`src/rtl/core/ibec_pkg.sv`:
```
package ibec_pkg;

  localparam int WORD_BITS  = 64;
  localparam int WORD_SHIFT = 6;
  localparam int CMD_W      = 2;
  localparam int INDEX_W    = 8;
  localparam int SIZE_W     = 9;
  localparam int SIZE_MAX   = (1 << SIZE_W) - 1;
  // Words that a set size can ever reach; eight at most.
  localparam int WSEL_W     = 3;

  typedef logic [WORD_BITS-1:0]  word_t;
  typedef logic [CMD_W-1:0]      cmd_t;
  typedef logic [SIZE_W-1:0]     size_t;
  typedef logic [WORD_SHIFT-1:0] bitpos_t;

  localparam cmd_t CMD_FILL       = 2'd0;
  localparam cmd_t CMD_TOGGLE     = 2'd1;
  localparam cmd_t CMD_QUERY      = 2'd2;
  localparam cmd_t CMD_COMPLEMENT = 2'd3;

  // Bits of word wi that lie below the live set size.
  function automatic word_t word_mask(input logic [WSEL_W-1:0] wi, input size_t live);
    logic [SIZE_W:0] base;
    logic [SIZE_W:0] top;
    logic [SIZE_W:0] rem;
    word_t           m;
    base = {1'b0, wi, {WORD_SHIFT{1'b0}}};
    top  = base + (SIZE_W+1)'(WORD_BITS);
    rem  = {1'b0, live} - base;
    if ({1'b0, live} >= top) begin
      m = '1;
    end else if ({1'b0, live} <= base) begin
      m = '0;
    end else begin
      m = ~({WORD_BITS{1'b1}} << rem[WORD_SHIFT-1:0]);
    end
    return m;
  endfunction

  function automatic logic [WORD_SHIFT:0] ones_in(input word_t v);
    logic [WORD_SHIFT:0] c;
    c = '0;
    for (int i = 0; i < WORD_BITS; i++) begin
      c = c + (WORD_SHIFT+1)'(v[i]);
    end
    return c;
  endfunction

  function automatic bitpos_t high_bit(input word_t v);
    bitpos_t p;
    p = '0;
    for (int i = 0; i < WORD_BITS; i++) begin
      if (v[i]) begin
        p = bitpos_t'(i);
      end
    end
    return p;
  endfunction

endpackage

```
`src/rtl/core/index_bitmap_extract_count_top.sv`:
```
// Index bitmap over indices below set_size, held as 64-bit words in flip-flops.
// Each transaction (fill, toggle, query, complement) is taken only while the
// block is idle; a small sequencer then walks the stored words one per cycle
// through a single shared unit that rewrites the word, counts its ones and
// finds its highest set bit. W = ceil(min(MAX_INDICES, 511) / 64) is the number
// of stored words (W = 4 at the default). The result is registered, so the next
// transaction may be taken while a result still waits. After reset and after
// every write of set_size the map is refilled by the same walk, during which
// in_ready is low.
module index_bitmap_extract_count_top
  import ibec_pkg::*;
#(
  parameter int MAX_INDICES = 256
) (
  input  logic               clk,
  input  logic               rst_n,
  input  logic               cfg_we,
  input  logic [SIZE_W-1:0]  cfg_data,
  input  logic               in_valid,
  output logic               in_ready,
  input  logic [CMD_W-1:0]   in_command,
  input  logic [INDEX_W-1:0] in_index,
  output logic               out_valid,
  input  logic               out_ready,
  output logic               out_is_member,
  output logic [INDEX_W-1:0] out_extracted_index,
  output logic [SIZE_W-1:0]  out_member_count,
  output logic               out_map_empty,
  output logic               out_index_error
);

  localparam int CAP         = (MAX_INDICES < SIZE_MAX) ? MAX_INDICES : SIZE_MAX;
  localparam int STORE_WORDS = (CAP + WORD_BITS - 1) / WORD_BITS;
  localparam int WIDX        = (STORE_WORDS > 1) ? $clog2(STORE_WORDS) : 1;
  localparam int EXT_W       = WIDX + WORD_SHIFT;

  localparam logic [1:0] ST_IDLE = 2'd0;
  localparam logic [1:0] ST_WALK = 2'd1;
  localparam logic [1:0] ST_HOLD = 2'd2;

  logic [1:0]         state_r, state_nxt;
  logic [WIDX-1:0]    wcnt_r, wcnt_nxt;
  logic               refill_r, refill_nxt;
  cmd_t               cmd_r, cmd_nxt;
  logic [INDEX_W-1:0] idx_r, idx_nxt;
  logic               bad_r, bad_nxt;
  logic               found_r, found_nxt;
  logic [INDEX_W-1:0] ext_r, ext_nxt;
  size_t              count_r, count_nxt;
  logic               member_r, member_nxt;
  size_t              set_size_r, set_size_nxt;
  word_t              words_r [STORE_WORDS];

  logic               out_valid_r, out_valid_nxt;
  logic               out_member_r, out_member_nxt;
  logic [INDEX_W-1:0] out_ext_r, out_ext_nxt;
  size_t              out_count_r, out_count_nxt;
  logic               out_empty_r, out_empty_nxt;
  logic               out_err_r, out_err_nxt;

  size_t              live;
  cmd_t               op;
  word_t              cur, mask, vn;
  logic               at_w, last, wr_en, slot_free, accept;
  logic [EXT_W-1:0]   ext_full;
  size_t              cnt_w;
  logic               found_w;
  logic [INDEX_W-1:0] ext_w;
  logic               member_w;

  assign live      = (set_size_r > size_t'(CAP)) ? size_t'(CAP) : set_size_r;
  assign in_ready  = (state_r == ST_IDLE) && !cfg_we;
  assign accept    = in_valid && in_ready;
  assign slot_free = !out_valid_r || out_ready;

  // Shared word unit: rewrite the current word, then count and encode it.
  always_comb begin
    op    = refill_r ? CMD_FILL : cmd_r;
    cur   = words_r[wcnt_r];
    mask  = word_mask(WSEL_W'(wcnt_r), live);
    at_w  = ({{(INDEX_W-2){1'b0}}, idx_r[INDEX_W-1:WORD_SHIFT]} == INDEX_W'(wcnt_r));
    last  = (wcnt_r == WIDX'(STORE_WORDS - 1));
    case (op)
      CMD_FILL:       vn = mask;
      CMD_TOGGLE:     vn = (at_w && !bad_r) ? (cur ^ (word_t'(1) << idx_r[WORD_SHIFT-1:0]))
                                            : cur;
      CMD_COMPLEMENT: vn = ~cur & mask;
      default:        vn = cur;
    endcase
    ext_full = {wcnt_r, high_bit(vn)};
    cnt_w    = count_r + size_t'(ones_in(vn));
    found_w  = found_r || (vn != '0);
    ext_w    = (!found_r && (vn != '0)) ? INDEX_W'(ext_full) : ext_r;
    member_w = at_w ? (!bad_r && vn[idx_r[WORD_SHIFT-1:0]]) : member_r;
  end

  always_comb begin
    state_nxt      = state_r;
    wcnt_nxt       = wcnt_r;
    refill_nxt     = refill_r;
    cmd_nxt        = cmd_r;
    idx_nxt        = idx_r;
    bad_nxt        = bad_r;
    found_nxt      = found_r;
    ext_nxt        = ext_r;
    count_nxt      = count_r;
    member_nxt     = member_r;
    set_size_nxt   = set_size_r;
    wr_en          = 1'b0;
    out_valid_nxt  = out_valid_r && !out_ready;
    out_member_nxt = out_member_r;
    out_ext_nxt    = out_ext_r;
    out_count_nxt  = out_count_r;
    out_empty_nxt  = out_empty_r;
    out_err_nxt    = out_err_r;

    case (state_r)
      ST_IDLE: begin
        if (accept) begin
          state_nxt  = ST_WALK;
          wcnt_nxt   = '0;
          cmd_nxt    = in_command;
          idx_nxt    = in_index;
          bad_nxt    = ({1'b0, in_index} >= live);
          found_nxt  = 1'b0;
          ext_nxt    = '0;
          count_nxt  = '0;
          member_nxt = 1'b0;
        end
      end
      ST_WALK: begin
        wr_en      = 1'b1;
        wcnt_nxt   = wcnt_r + WIDX'(1);
        found_nxt  = found_w;
        ext_nxt    = ext_w;
        count_nxt  = cnt_w;
        member_nxt = member_w;
        if (last) begin
          wcnt_nxt = '0;
          if (refill_r) begin
            refill_nxt = 1'b0;
            state_nxt  = ST_IDLE;
          end else if (slot_free) begin
            state_nxt      = ST_IDLE;
            out_valid_nxt  = 1'b1;
            out_member_nxt = member_w;
            out_ext_nxt    = found_w ? ext_w : '0;
            out_count_nxt  = cnt_w;
            out_empty_nxt  = !found_w;
            out_err_nxt    = bad_r;
          end else begin
            state_nxt = ST_HOLD;
          end
        end
      end
      ST_HOLD: begin
        if (slot_free) begin
          state_nxt      = ST_IDLE;
          out_valid_nxt  = 1'b1;
          out_member_nxt = member_r;
          out_ext_nxt    = found_r ? ext_r : '0;
          out_count_nxt  = count_r;
          out_empty_nxt  = !found_r;
          out_err_nxt    = bad_r;
        end
      end
      default: begin
        state_nxt = ST_IDLE;
      end
    endcase

    // A new set size reloads the whole map.
    if (cfg_we) begin
      set_size_nxt = cfg_data;
      refill_nxt   = 1'b1;
      wcnt_nxt     = '0;
      state_nxt    = ST_WALK;
    end
  end

  always_ff @(posedge clk) begin
    if (!rst_n) begin
      state_r     <= ST_WALK;
      refill_r    <= 1'b1;
      wcnt_r      <= '0;
      set_size_r  <= size_t'(256);
      out_valid_r <= 1'b0;
    end else begin
      state_r     <= state_nxt;
      refill_r    <= refill_nxt;
      wcnt_r      <= wcnt_nxt;
      set_size_r  <= set_size_nxt;
      out_valid_r <= out_valid_nxt;
    end
  end

  always_ff @(posedge clk) begin
    cmd_r        <= cmd_nxt;
    idx_r        <= idx_nxt;
    bad_r        <= bad_nxt;
    found_r      <= found_nxt;
    ext_r        <= ext_nxt;
    count_r      <= count_nxt;
    member_r     <= member_nxt;
    out_member_r <= out_member_nxt;
    out_ext_r    <= out_ext_nxt;
    out_count_r  <= out_count_nxt;
    out_empty_r  <= out_empty_nxt;
    out_err_r    <= out_err_nxt;
    if (wr_en) begin
      words_r[wcnt_r] <= vn;
    end
  end

  assign out_valid           = out_valid_r;
  assign out_is_member       = out_member_r;
  assign out_extracted_index = out_ext_r;
  assign out_member_count    = out_count_r;
  assign out_map_empty       = out_empty_r;
  assign out_index_error     = out_err_r;

`ifndef SYNTHESIS
  a_accept_starts_walk: assert property (@(posedge clk) disable iff (!rst_n)
    accept |=> (state_r == ST_WALK) && (wcnt_r == '0) && !refill_r)
    else $error("transaction did not start a word walk");

  a_cfg_refills: assert property (@(posedge clk) disable iff (!rst_n)
    cfg_we |=> refill_r && (state_r == ST_WALK) && (wcnt_r == '0))
    else $error("set size write did not start a refill");

  a_empty_zero: assert property (@(posedge clk) disable iff (!rst_n)
    out_valid_r && out_empty_r |-> (out_count_r == '0) && (out_ext_r == '0))
    else $error("empty map reported with members or an extracted index");

  a_err_not_member: assert property (@(posedge clk) disable iff (!rst_n)
    out_valid_r && out_err_r |-> !out_member_r)
    else $error("out-of-range index reported as a member");
`endif

endmodule

```
`config.mk`:
```
export PLATFORM = sky130hd
export DESIGN_NAME = index_bitmap_extract_count_top
export DESIGN_NICKNAME = d
export VERILOG_FILES = /design/src/rtl/core/ibec_pkg.sv /design/src/rtl/core/index_bitmap_extract_count_top.sv
export SDC_FILE = /design/constraint.sdc
export NUM_CORES = 1
export LEC_CHECK = 0
export ABC_AREA = 1
export ABC_CLOCK_PERIOD_IN_PS = 19400
export BUFFER_PORTS_ARGS = -buffer_cell sky130_fd_sc_hd__buf_2
export CORE_ASPECT_RATIO = 1.5
export CORE_MARGIN = 5
export CORE_UTILIZATION = 50
export DETAILED_ROUTE_END_ITERATION = 16
export PLACE_DENSITY = 0.64
export SLEW_MARGIN = 20
export SYNTH_ARGS = -nofsm -noshare
export SYNTH_HDL_FRONTEND = slang
export SYNTH_SLANG_ARGS = --single-unit
```
`constraint.sdc`:
```
create_clock -name clk -period 19.4 [get_ports clk]
set_input_delay 0.97 -clock clk [delete_from_list [all_inputs] [get_ports clk]]
set_output_delay 0.97 -clock clk [all_outputs]
set_load 0.005 [all_outputs]
```
# Yosys cells after proc, flatten, opt, wreduce, memory -nomap -nowiden

Memory sizes are Yosys's and may differ from the RTL's. A register that Yosys moved wholly into a read port is not among the register bits.
Cells that the tools add are included.

Register bits after elaboration: 65
Memory bits (writable): 256
Output and inout port bits: 22
Word-level logic and storage cells: 258
Memories: 1

Add/sub/neg operators: 67
Order comparisons: 5
Equality and inequality tests: 11
Shift-type cells: 2
Muxes and demuxes: 124
Bitwise gates (word level): 5
Reduce and logical (&&, ||, !) cells: 26

Memories:

| name    | words | bits a word | rd ports | clocked after Yosys merged registers in | wr ports | RTL line                             | text |
|---|---|---|---|---|---|---|---|
| words_r | 4     | 64          | 1        | 1                                       | 1        | index_bitmap_extract_count_top.sv:52 | `word_t words_r [STORE_WORDS];` |

Operator list:

| kind                                                  | number |
|---|---|
| adder 7 x 1 -> 7 bit                                  | 57 |
| two-way mux 6 bit                                     | 62 |
| two-way mux 64 bit                                    | 3 |
| one-hot mux 64 bit (3 select lines)                   | 1 |
| NOT 64 bit                                            | 2 |
| bitwise AND 64 bit                                    | 1 |
| two-way mux 8 bit                                     | 8 |
| nonzero test 64 bit                                   | 1 |
| << shifter 1 x 6 -> 64 bit (first input constant)     | 1 |
| << shifter 64 x 6 -> 64 bit (first input constant)    | 1 |
| bitwise XOR 64 bit                                    | 1 |
| two-way mux 9 bit                                     | 6 |
| one-hot mux 9 bit (2 select lines)                    | 2 |
| one-hot mux 8 bit (2 select lines)                    | 2 |
| two-way mux 1 bit                                     | 21 |
| two-way mux 2 bit                                     | 10 |
| one-hot mux 1 bit (2 select lines)                    | 6 |
| inequality test 2 bit (second input constant)         | 5 |
| adder 8 x 7 -> 9 bit (second input constant)          | 1 |
| adder 9 x 7 -> 9 bit                                  | 1 |
| greater-or-equal comparator 8 x 9 -> 1 bit            | 1 |
| greater-or-equal comparator 9 bit                     | 1 |
| greater-than comparator 9 bit (second input constant) | 1 |
| <= comparator 9 x 8 -> 1 bit                          | 1 |
| 25 further kinds                                      | 44 |

# Longest topological paths before layout

Gate-level depths: netlist (run 1).

Depth after elaboration: 78
Gate-level depth with buffers: 78
Depth with buffers taken out: 78

# Least setup slack after synthesis (run 1)

Ideal clock, no wire load.

Kind: register to register
Start point: register with a tool-made name
End point: register out_count_r[8] (netlist: out_member_count[8]), data pin
Library setup time: 0.268 ns
Data arrival time: 9.621 ns
Data required time: 19.132 ns
Path slack: 9.511 ns
Stages on the path, launching flop included: 44
Path buffers: 12
Cells stage by stage: dfxtp_1 -> inv_2 -> clkbuf_1 -> buf_2 -> buf_2 -> buf_2 -> buf_2 -> buf_2 -> buf_2 -> buf_2 -> buf_2 -> buf_2 -> buf_2 -> buf_2 -> nand2_1 -> a32oi_1 -> inv_1 -> a21boi_0 -> (+8 left out) -> inv_1 -> fa_1 -> inv_1 -> fa_1 -> inv_1 -> fa_1 -> fa_1 -> fa_1 -> fa_1 -> fa_1 -> a21oi_1 -> o21bai_1 -> a21oi_1 -> o21ai_0 -> a21o_1 -> a21oi_1 -> xor2_1 -> o21ai_0

RTL lines:

| element                | RTL line                              | text |
|---|---|---|
| end signal: assignment | index_bitmap_extract_count_top.sv:207 | `out_count_r <= out_count_nxt;` |
| end: declaration       | index_bitmap_extract_count_top.sv:57  | `size_t out_count_r, out_count_nxt;` |

# Worst setup path in the final report (run 1)

Start point: register wcnt_r[0]
End point: register out_count_r[8] (netlist: out_member_count[8]), data pin

RTL lines:

| element                                                                 | RTL line                              | text |
|---|---|---|
| start: declaration                                                      | index_bitmap_extract_count_top.sv:42  | `logic [WIDX-1:0] wcnt_r, wcnt_nxt;` |
| start signal: assignment                                                | index_bitmap_extract_count_top.sv:191 | `wcnt_r <= wcnt_nxt;` |
| adder 8 x 7 -> 9 bit or <= comparator 9 x 8 -> 1 bit (tied branches)    | ibec_pkg.sv:29, ibec_pkg.sv:33        |  |
| greater-or-equal comparator 9 bit or two-way mux 64 bit (tied branches) | ibec_pkg.sv:31, ibec_pkg.sv:33        |  |
| two-way mux 64 bit                                                      | ibec_pkg.sv:31                        | `if ({1'b0, live} >= top) begin` |
| bitwise AND 64 bit                                                      | index_bitmap_extract_count_top.sv:87  | `CMD_COMPLEMENT: vn = ~cur & mask;` |
| one-hot mux 64 bit (3 select lines) *                                   | index_bitmap_extract_count_top.sv:83  | `case (op)` |
| net vn[60]                                                              | index_bitmap_extract_count_top.sv:63  | `word_t cur, mask, vn;` |
| adder 7 x 1 -> 7 bit * (4 in series)                                    | ibec_pkg.sv:45                        | `c = c + (WORD_SHIFT+1)'(v[i]);` |
| adder 9 x 7 -> 9 bit *                                                  | index_bitmap_extract_count_top.sv:91  | `cnt_w = count_r + size_t'(ones_in(vn));` |
| two-way mux 9 bit *                                                     | index_bitmap_extract_count_top.sv:143 | `end else if (slot_free) begin` |
| two-way mux 9 bit *                                                     | index_bitmap_extract_count_top.sv:140 | `if (refill_r) begin` |
| two-way mux 9 bit *                                                     | index_bitmap_extract_count_top.sv:138 | `if (last) begin` |
| one-hot mux 9 bit (2 select lines) *                                    | index_bitmap_extract_count_top.sv:117 | `case (state_r)` |
| net out_count_nxt[8]                                                    | index_bitmap_extract_count_top.sv:57  |  |

Mark *: on every way through the listed nets, which the timed path passes. The rest lies on a longest branch. The select of a mux whose other input is x is not followed.
A chain may end at the register's enable or synchronous reset.

==> results.toml, run 1 <==
[job]
max_cap_violations = 0

[synth]
async_flop_share_pct = 0
avgSynthCellArea_um2 = 9.17
syn_area_um2 = 19300
synth-seq-cells = 323
synth_top_area_cell = "edfxtp_1"
synth.top_cells.by_area = "edfxtp_1, nand2_1, o21ai_0"
synth_top_area_share_pct = 47.6
ys.flop_type = "edfxtp_1"
yosysMostFrequentCell = "nand2_1"
synth_commonest_cells = "nand2_1, edfxtp_1, o21ai_0"
synthCells = 2106
synth_edf_count = 306
syn-num-nets = 2233
yosysUniqueCellTypes = 51
yosys_warnings = 0
yosysSeqAreaShare_pct = 49.4

[routing]
dr.pass1.iters = 6
drt_iter0_drc = 1662
antenna_left = 0
vias = 16000
wl_per_cell_um = 24.8
viasPerCell = 6.12
drc = 0
wirelength_mm = 65.1

[status]
status = "finished, final reports clean"

[hold_path]
hold-path-cell-count = 0
hold_path.class = "register to register"

[setup_path]
critPathKind = "register to register"
cp.required_ps = 19690
arrival_ps = 10770
r2r-end = "out_member_count[8]"
cp_top_family = "adder cells"
reg2reg_depth = 38
crit_fanout = 17
r2r_start = "wcnt_r[0]"
cp.depth = 38
max_stage_delay_ps = 610
worst_path_max_delay_cell = "fa_1"
crit_path_frequent_cell = "fa_1"
critPathBufInv = 9
reg2reg_slack_ps = 8920
worstSetupEndpoint = "out_member_count[8]"
worst_setup_path_end_kind = "register"
critPathLaunch = "wcnt_r[0]"
critPathLaunchType = "register"

[placed_design]
numPortBuffers = 45
dp.final_hpwl_mm = 46.3
gp_congestion = 1.04

[timing]
slew_headroom_pct = 18.8
fmax_mhz = 95.4
tns_ps = 0
hold_viol_final = 0
fin_crit_ps = 10480
worst_pin_slew_ps = 1210
fin_crit_sh_pct = 54.0
setup_viol = 0
rsz0062_at_grt = "false"
final-max-slew-violation-count = 0
finalClockSkew_ps = 15.5

[cts]
insertion_delay_ps = 580
cts-root-buf = "clkbuf_16"
cts.clk_slew.worst_paths_ps = 70
clockBufferDepth = 3
cts_sinks = 323
cts_inserted_buffers = 28
hold_buffers = 0
post_cts_buffers = 0
h-tree-depth = 1
cts_tree = "done"
ctsResizeCount = 0

[floorplan]
die-area_um2 = 42700
rows = 88
core_um2 = 38300
die_w_um = 170
start_util_pct = 50.4
die_h_um = 251
ioPinCount = 46

[global_routing]
grt-ovfl-total = 0
antenna_found_initial = 0
grtUsageTotal_pct = 30.4
grt_pass1_vias = 15600
grt_max_degree = 96
grt_pass1_wl_mm = 97.5

[cells_and_area]
drive_gt1_share_pct = 8.61
syn_to_final_growth_pct = 7.18
nets = 2230
diodes = 0
worst reg2reg max path, delay by kind of cell (launching register included):
family                   cells  cell delay (ps)
flip-flops                   1              450
AND/OR/NAND/NOR              8             1220
buffers and inverters        9             1240
XOR/XNOR                     1              200
AO/OA/AOI/OAI                8             1190
adder cells (fa/ha/maj)     12             5880
metal layers:
layer  routed length [µm]  GRT usage (%)  up-vias
li1                     -              -     7316
met1                24500           37.9     7753
met2                30800           49.5      749
met3                 4350           4.29      207
met4                 5450           19.4        0
met5                    0              0        -
worst min-delay path by stage:
stage	startpoint	endpoint	slack (ps)
final	bad_r	out_index_error	500
after global routing	bad_r	out_index_error	530
after CTS	bad_r	out_index_error	510
after detailed placement	bad_r	out_index_error	470
after global placement	bad_r	out_index_error	470
after floorplan	bad_r	out_index_error	430
through the flow:
| stage | worst slack, ps | area [µm²] | std cells | util, % | hold slack, ps |
|---|---|---|---|---|---|
| floorplan | 9510 | 19300 | 2106 | - | 426 |
| detailed placement | 9130 | 19800 | 2568 | 51.8 | 468 |
| CTS | 9100 | 20700 | 2620 | 54.0 | 514 |
| finish | 8920 | 20700 | 2620 | 54.0 | 495 |
| global placement | 9330 | 19800 | 2568 | 51.8 | 472 |
| global route | 8420 | 20700 | 2620 | 54.0 | 527 |
flip-flops by register name, indices dropped and copies added (netlist names), named ones only:
| signal | count |
|---|---|
| bad_r | 1 |
| cmd_r | 2 |
| count_r | 9 |
| ext_r | 8 |
| found_r | 1 |
| idx_r | 8 |
| member_r | 1 |
| out_extracted_index | 8 |
| out_index_error | 1 |
| out_is_member | 1 |
| out_map_empty | 1 |
| out_member_count | 9 |
| out_valid | 1 |
| refill_r | 1 |
| set_size_r | 9 |
| state_r | 2 |
| wcnt_r | 2 |
| words_r | 256 |
cells by family after synthesis:
family,share of synthesized area (%)
AO/OA/AOI/OAI,16.5
XOR/XNOR,0.408
adder cells (fa/ha/maj),8.85
buffers and inverters,7.16
flip-flops,49.4
AND/OR/NAND/NOR,17.7
cells in the final DEF (no fill, tap or decap), drive strengths merged, types with 18 or more instances in the layout:
| cell | synthesis | final |
|---|---|---|
| nand2 | 403 | 403 |
| edfxtp | 306 | 306 |
| o21ai | 257 | 257 |
| nor2 | 222 | 222 |
| inv | 216 | 215 |
| nand3 | 139 | 139 |
| a21oi | 104 | 104 |
| buf | 45 | 74 |
| fa | 56 | 56 |
| o22ai | 49 | 49 |
| ha | 47 | 47 |
| o211ai | 40 | 40 |
| clkbuf | 60 | 35 |
| nor3 | 21 | 21 |
| clkinv | 4 | 21 |
| a21boi | 18 | 18 |
final cells by class:
class / instances / area, µm²
clock buffer: 35 / 727
clock inverter: 17 / 116
fill: 3461 / 17600
inverter: 220 / 832
multi-input combinational: 1456 / 8420
sequential: 323 / 9530
tap: 495 / 619
timing repair buffer: 74 / 443
Power of run 1 is not shown: default switching activity piles up to over one toggle a cycle in this logic, so the estimate is an artifact.
==> run 2, diff against run 1 <==
--- a/config.mk
+++ b/config.mk
@@ -6,13 +6,13 @@
 export NUM_CORES = 1
 export LEC_CHECK = 0
 export ABC_AREA = 1
-export ABC_CLOCK_PERIOD_IN_PS = 19400
+export ABC_CLOCK_PERIOD_IN_PS = 9400
 export BUFFER_PORTS_ARGS = -buffer_cell sky130_fd_sc_hd__buf_2
 export CORE_ASPECT_RATIO = 1.5
 export CORE_MARGIN = 5
 export CORE_UTILIZATION = 50
 export DETAILED_ROUTE_END_ITERATION = 16
-export PLACE_DENSITY = 0.64
+export PLACE_DENSITY = 0.67
 export SLEW_MARGIN = 20
 export SYNTH_ARGS = -nofsm -noshare
 export SYNTH_HDL_FRONTEND = slang
==> constraint.sdc (replaced) <==
create_clock -name clk -period 9.4 [get_ports clk]
set_input_delay 0.47 -clock clk [delete_from_list [all_inputs] [get_ports clk]]
set_output_delay 0.47 -clock clk [all_outputs]
set_load 0.005 [all_outputs]
==> results.toml, run 2 (same netlist as run 1, synthesis figures left out) <==
[routing]
vias = 16500
drt_iter0_drc = 1628
dr.pass1.iters = 6
viasPerCell = 6.09
drc = 0
antenna_left = 0
wl_per_cell_um = 24.9
wirelength_mm = 67.5

[setup_path]
critPathLaunchType = "register"
worst_path_max_delay_cell = "fa_1"
reg2reg_depth = 32
crit_path_frequent_cell = "fa_1"
max_stage_delay_ps = 620
r2r-end = "out_member_count[8]"
reg2reg_slack_ps = 290
arrival_ps = 9390
cp.required_ps = 9670
critPathKind = "register to register"
worst_setup_path_end_kind = "register"
r2r_start = "wcnt_r[1]"
crit_fanout = 10

[placed_design]
numPortBuffers = 45
dp.final_hpwl_mm = 49.9
placed_cell_area_um2 = 20700
gp_congestion = 1.12
pre_cts_ws_ps = -144

[cts]
h-tree-depth = 1
cts_inserted_buffers = 28
cts_sinks = 323
cts.clk_slew.worst_paths_ps = 60
insertion_delay_ps = 570
cts_tree = "done"
clockBufferDepth = 3
cts-root-buf = "clkbuf_16"

[cells_and_area]
n_fill_cell = 3389
final_cell_mix = "nand2_1, edfxtp_1, o21ai_0, nor2_1, inv_1"
ff_latch_area_um2 = 9540
final_util_pct = 56.5
nets = 2323
stdcell_area_um2 = 21700
multi_input_area_um2 = 8480
top_register = "words_r"
syn_to_final_growth_pct = 12.2
largest_register_ffs = 256
drive_gt1_share_pct = 13.7
layout_commonest_cell = "nand2_1"

[global_routing]
grt_pass1_vias = 15800
grt_pass1_wl_mm = 100
antenna_found_initial = 1
grt_max_degree = 69
grt-ovfl-total = 0
grtUsageTotal_pct = 31.3

[timing]
final-max-slew-violation-count = 0
fin_crit_sh_pct = 97.0
slew_headroom_pct = 29.5
finalClockSkew_ps = 9.71
layout_setup_ws_ps = 286
tns_ps = 0
fin_crit_ps = 9110
hold_viol_final = 0
setup_viol = 0
worst_pin_slew_ps = 1050
fmax_mhz = 110

[floorplan]
die-area_um2 = 42700
rows = 88
core_um2 = 38300
die_w_um = 170
start_util_pct = 50.4
ioPinCount = 46
die_h_um = 251

[status]
status = "finished, final reports clean"

[hold_path]
whs_endpoint = "cmd_r[1]"
hold_path.class = "input port to register"
hold_start = "in_command[1]"
hold-path-cell-count = 1

[job]
max_cap_violations = 0
## run 2: changes by cell type in the layout (fill, tap and decap cells not counted), moves of 3 or more
cell and change:
inv_1 -10, buf_4 +82, buf_12 +9, clkbuf_8 +4, o21ai_1 +5, inv_2 +8, clkbuf_1 -5, o21ai_0 -7
clkinv_2 -3
## run 2: worst max-delay path by stage
| stage | from | end | slack (ps) | cells after the start |
|---|---|---|---|---|
| 2_1_floorplan | register | out_member_count[8] | 40 | 41 |
| 5_1_grt | wcnt_r[1] | out_member_count[8] | -30 | 38 |
| 6_report | wcnt_r[1] | out_member_count[8] | 290 | 32 |
| 3_5_place_dp | wcnt_r[0] | out_member_count[8] | -140 | 33 |
| 3_3_place_gp | wcnt_r[0] | out_member_count[8] | 20 | 33 |
| 4_1_cts | wcnt_r[0] | out_member_count[8] | 20 | 33 |
## run 2: stage by stage
step                hold slack, ps  cells
floorplan                      426   2106
global placement               467   2659
detailed placement             471   2659
CTS                           63.4   2711
global route                  56.7   2713
finish                        77.4   2714
## run 2: per-layer routing
metal	share of wire [%]	wire (µm)	vias to the layer above	track usage, %
li1	-	-	7509	-
met1	37	24900	7993	38.7
met2	48	32400	801	51.3
met3	6.9	4650	226	4.23
met4	8.2	5510	0	20.1
met5	0	0	-	0
## run 2: cell type report
type,count,share of cell area (%)
multi-input combinational,1456,39.1
antenna,1,0.0116
timing repair buffer,167,5.84
clock inverter,17,0.629
sequential,323,44.0
inverter,220,3.86
clock buffer,35,3.64
tap,495,2.86
## run 2: repair_timing
| item | CTS | global route |
|---|---|---|
| resized for setup | 1 | 36 |
| gates cloned | 0 | 0 |
| hold buffers | 0 | 0 |
| setup endpoints to repair | 2 | 8 |
| endpoints found under the hold margin | 0 | 0 |
| buffers inserted | 0 | 2 |
| pin swaps | 0 | 3 |
## run 2: worst max-delay path, delay by kind of cell, from the launching register on
kind | cells | cell delay (ps)
adders and majority gates | 12 | 5600
buffers and inverters | 4 | 460
AOI/OAI and AO/OA | 9 | 1160
xor gates and xnor gates | 1 | 180
DFF | 1 | 370
and+or+nand+nor | 6 | 1040
Power of run 2 is left out for the same reason.
==> run 3, diff against run 2 <==
--- a/config.mk
+++ b/config.mk
@@ -13,6 +13,7 @@
 export CORE_UTILIZATION = 50
 export DETAILED_ROUTE_END_ITERATION = 16
 export PLACE_DENSITY = 0.67
+export RECOVER_POWER = 50
 export SLEW_MARGIN = 20
 export SYNTH_ARGS = -nofsm -noshare
 export SYNTH_HDL_FRONTEND = slang
==> results.toml, run 3 (same netlist as run 1, synthesis figures left out) <==
[status]
status = "complete, but fails checks"
violations = "capacitance limit, slew limit"

[hold_path]
hold-path-cell-count = 1
hold_path.class = "input port to register"
hold_start = "in_command[1]"
whs_endpoint = "cmd_r[1]"

[cells_and_area]
ff_latch_area_um2 = 9540
n_fill_cell = 3408
layout_commonest_cell = "nand2_1"
syn_to_final_growth_pct = 12.0
final_cell_mix = "nand2_1, edfxtp_1, o21ai_0, nor2_1, inv_1"
multi_input_area_um2 = 8470
stdcell_count = 2714
stdcell_area_um2 = 21600
drive_gt1_share_pct = 12.1
nets = 2323
top_register = "words_r"
largest_register_ffs = 256

[setup_path]
critPathBufInv = 4
cp.required_ps = 9680
arrival_ps = 9400
r2r-end = "out_member_count[8]"
max_stage_delay_ps = 620
reg2reg_depth = 32
reg2reg_slack_ps = 270
worst_path_max_delay_cell = "fa_1"
cp_top_family = "adder cells"
critPathKind = "register to register"
critPathLaunchType = "register"
crit_fanout = 10
r2r_start = "wcnt_r[1]"
crit_path_frequent_cell = "fa_1"
worst_setup_path_end_kind = "register"

[floorplan]
die-area_um2 = 42700
rows = 88
die_h_um = 251
start_util_pct = 50.4
core_um2 = 38300
die_w_um = 170
ioPinCount = 46

[routing]
drt_iter0_drc = 1553
drc = 0
wl_per_cell_um = 24.9
wirelength_mm = 67.5
dr.pass1.iters = 6
vias = 16500
antenna_left = 0
viasPerCell = 6.09

[cts]
cts_sinks = 323
insertion_delay_ps = 560
cts_tree = "done"
clockBufferDepth = 3
cts_inserted_buffers = 28
h-tree-depth = 1
cts-root-buf = "clkbuf_16"
cts.clk_slew.worst_paths_ps = 70

[global_routing]
grt_pass1_vias = 15800
antenna_found_initial = 1
grt_pass1_wl_mm = 100
grt_max_degree = 69
grt-ovfl-total = 0
grtUsageTotal_pct = 31.3

[timing]
fin_crit_sh_pct = 97.1
finalClockSkew_ps = 8.41
worst_pin_slew_ps = 1790
tns_ps = 0
slew_headroom_pct = -19.0
fin_crit_ps = 9130
setup_viol = 0
final-max-slew-violation-count = 135
layout_setup_ws_ps = 273
hold_viol_final = 0
fmax_mhz = 110

[placed_design]
pre_cts_ws_ps = -144
numPortBuffers = 45
dp.final_hpwl_mm = 49.9
gp_congestion = 1.12
placed_cell_area_um2 = 20700
numPlacedInstances = 2659

[job]
max_cap_violations = 4
## run 3: cell count changes in the layout (fill, tap and decap cells not counted)
cell / previous run / this run
buf_2: 45 / 17
buf_4: 111 / 110
clkbuf_1: 2 / 31
inv_1: 182 / 187
inv_2: 29 / 24
nand2_1: 386 / 387
nand2_4: 10 / 9
## run 3: worst reg2reg max path: cells and delay by family, from the launching register on
kind | cells | cell delay [ps]
compound gates | 9 | 1150
xor+xnor | 1 | 180
fa+ha+maj | 12 | 5600
buf+inv | 4 | 470
flops | 1 | 370
simple gates | 6 | 1060
## run 3: metrics by stage
step / util, % / hold WS, ps
after floorplan: - / 426
after global placement: 53.9 / 467
after detailed placement: 53.9 / 471
after CTS: 56.3 / 63.4
after global routing: 56.4 / 56.7
final: 56.4 / 83.0
## run 3: how the worst max path moves through the flow
stage | from | to | slack [ps] | depth (start not counted)
detailed placement | wcnt_r[0] | out_member_count[8] | -140 | 33
floorplan | register | out_member_count[8] | 40 | 41
CTS | wcnt_r[0] | out_member_count[8] | 20 | 33
finish | wcnt_r[1] | out_member_count[8] | 270 | 32
global route | wcnt_r[1] | out_member_count[8] | -30 | 38
global placement | wcnt_r[0] | out_member_count[8] | 20 | 33
## run 3: cell type report
type | instances | share of cell area [%]
inverter | 220 | 3.87
sequential | 323 | 44.1
tap | 495 | 2.86
clock buffer | 35 | 3.65
multi-input combinational | 1456 | 39.2
antenna | 1 | 0.0116
clock inverter | 17 | 0.631
timing repair buffer | 167 | 5.67
## run 3: routing by layer
layer | global-route usage (%) | routed length, µm
met4 | 20.1 | 5650
met1 | 38.7 | 24600
met5 | 0 | 0
met2 | 51.3 | 32300
met3 | 4.23 | 4930
## run 3: repair_timing
action,in CTS,in global routing
setup buffers,0,2
endpoints found under the setup margin,2,8
hold buffers,0,0
pin swaps,0,3
gates resized for setup,1,36
Power of run 3 is left out for the same reason.
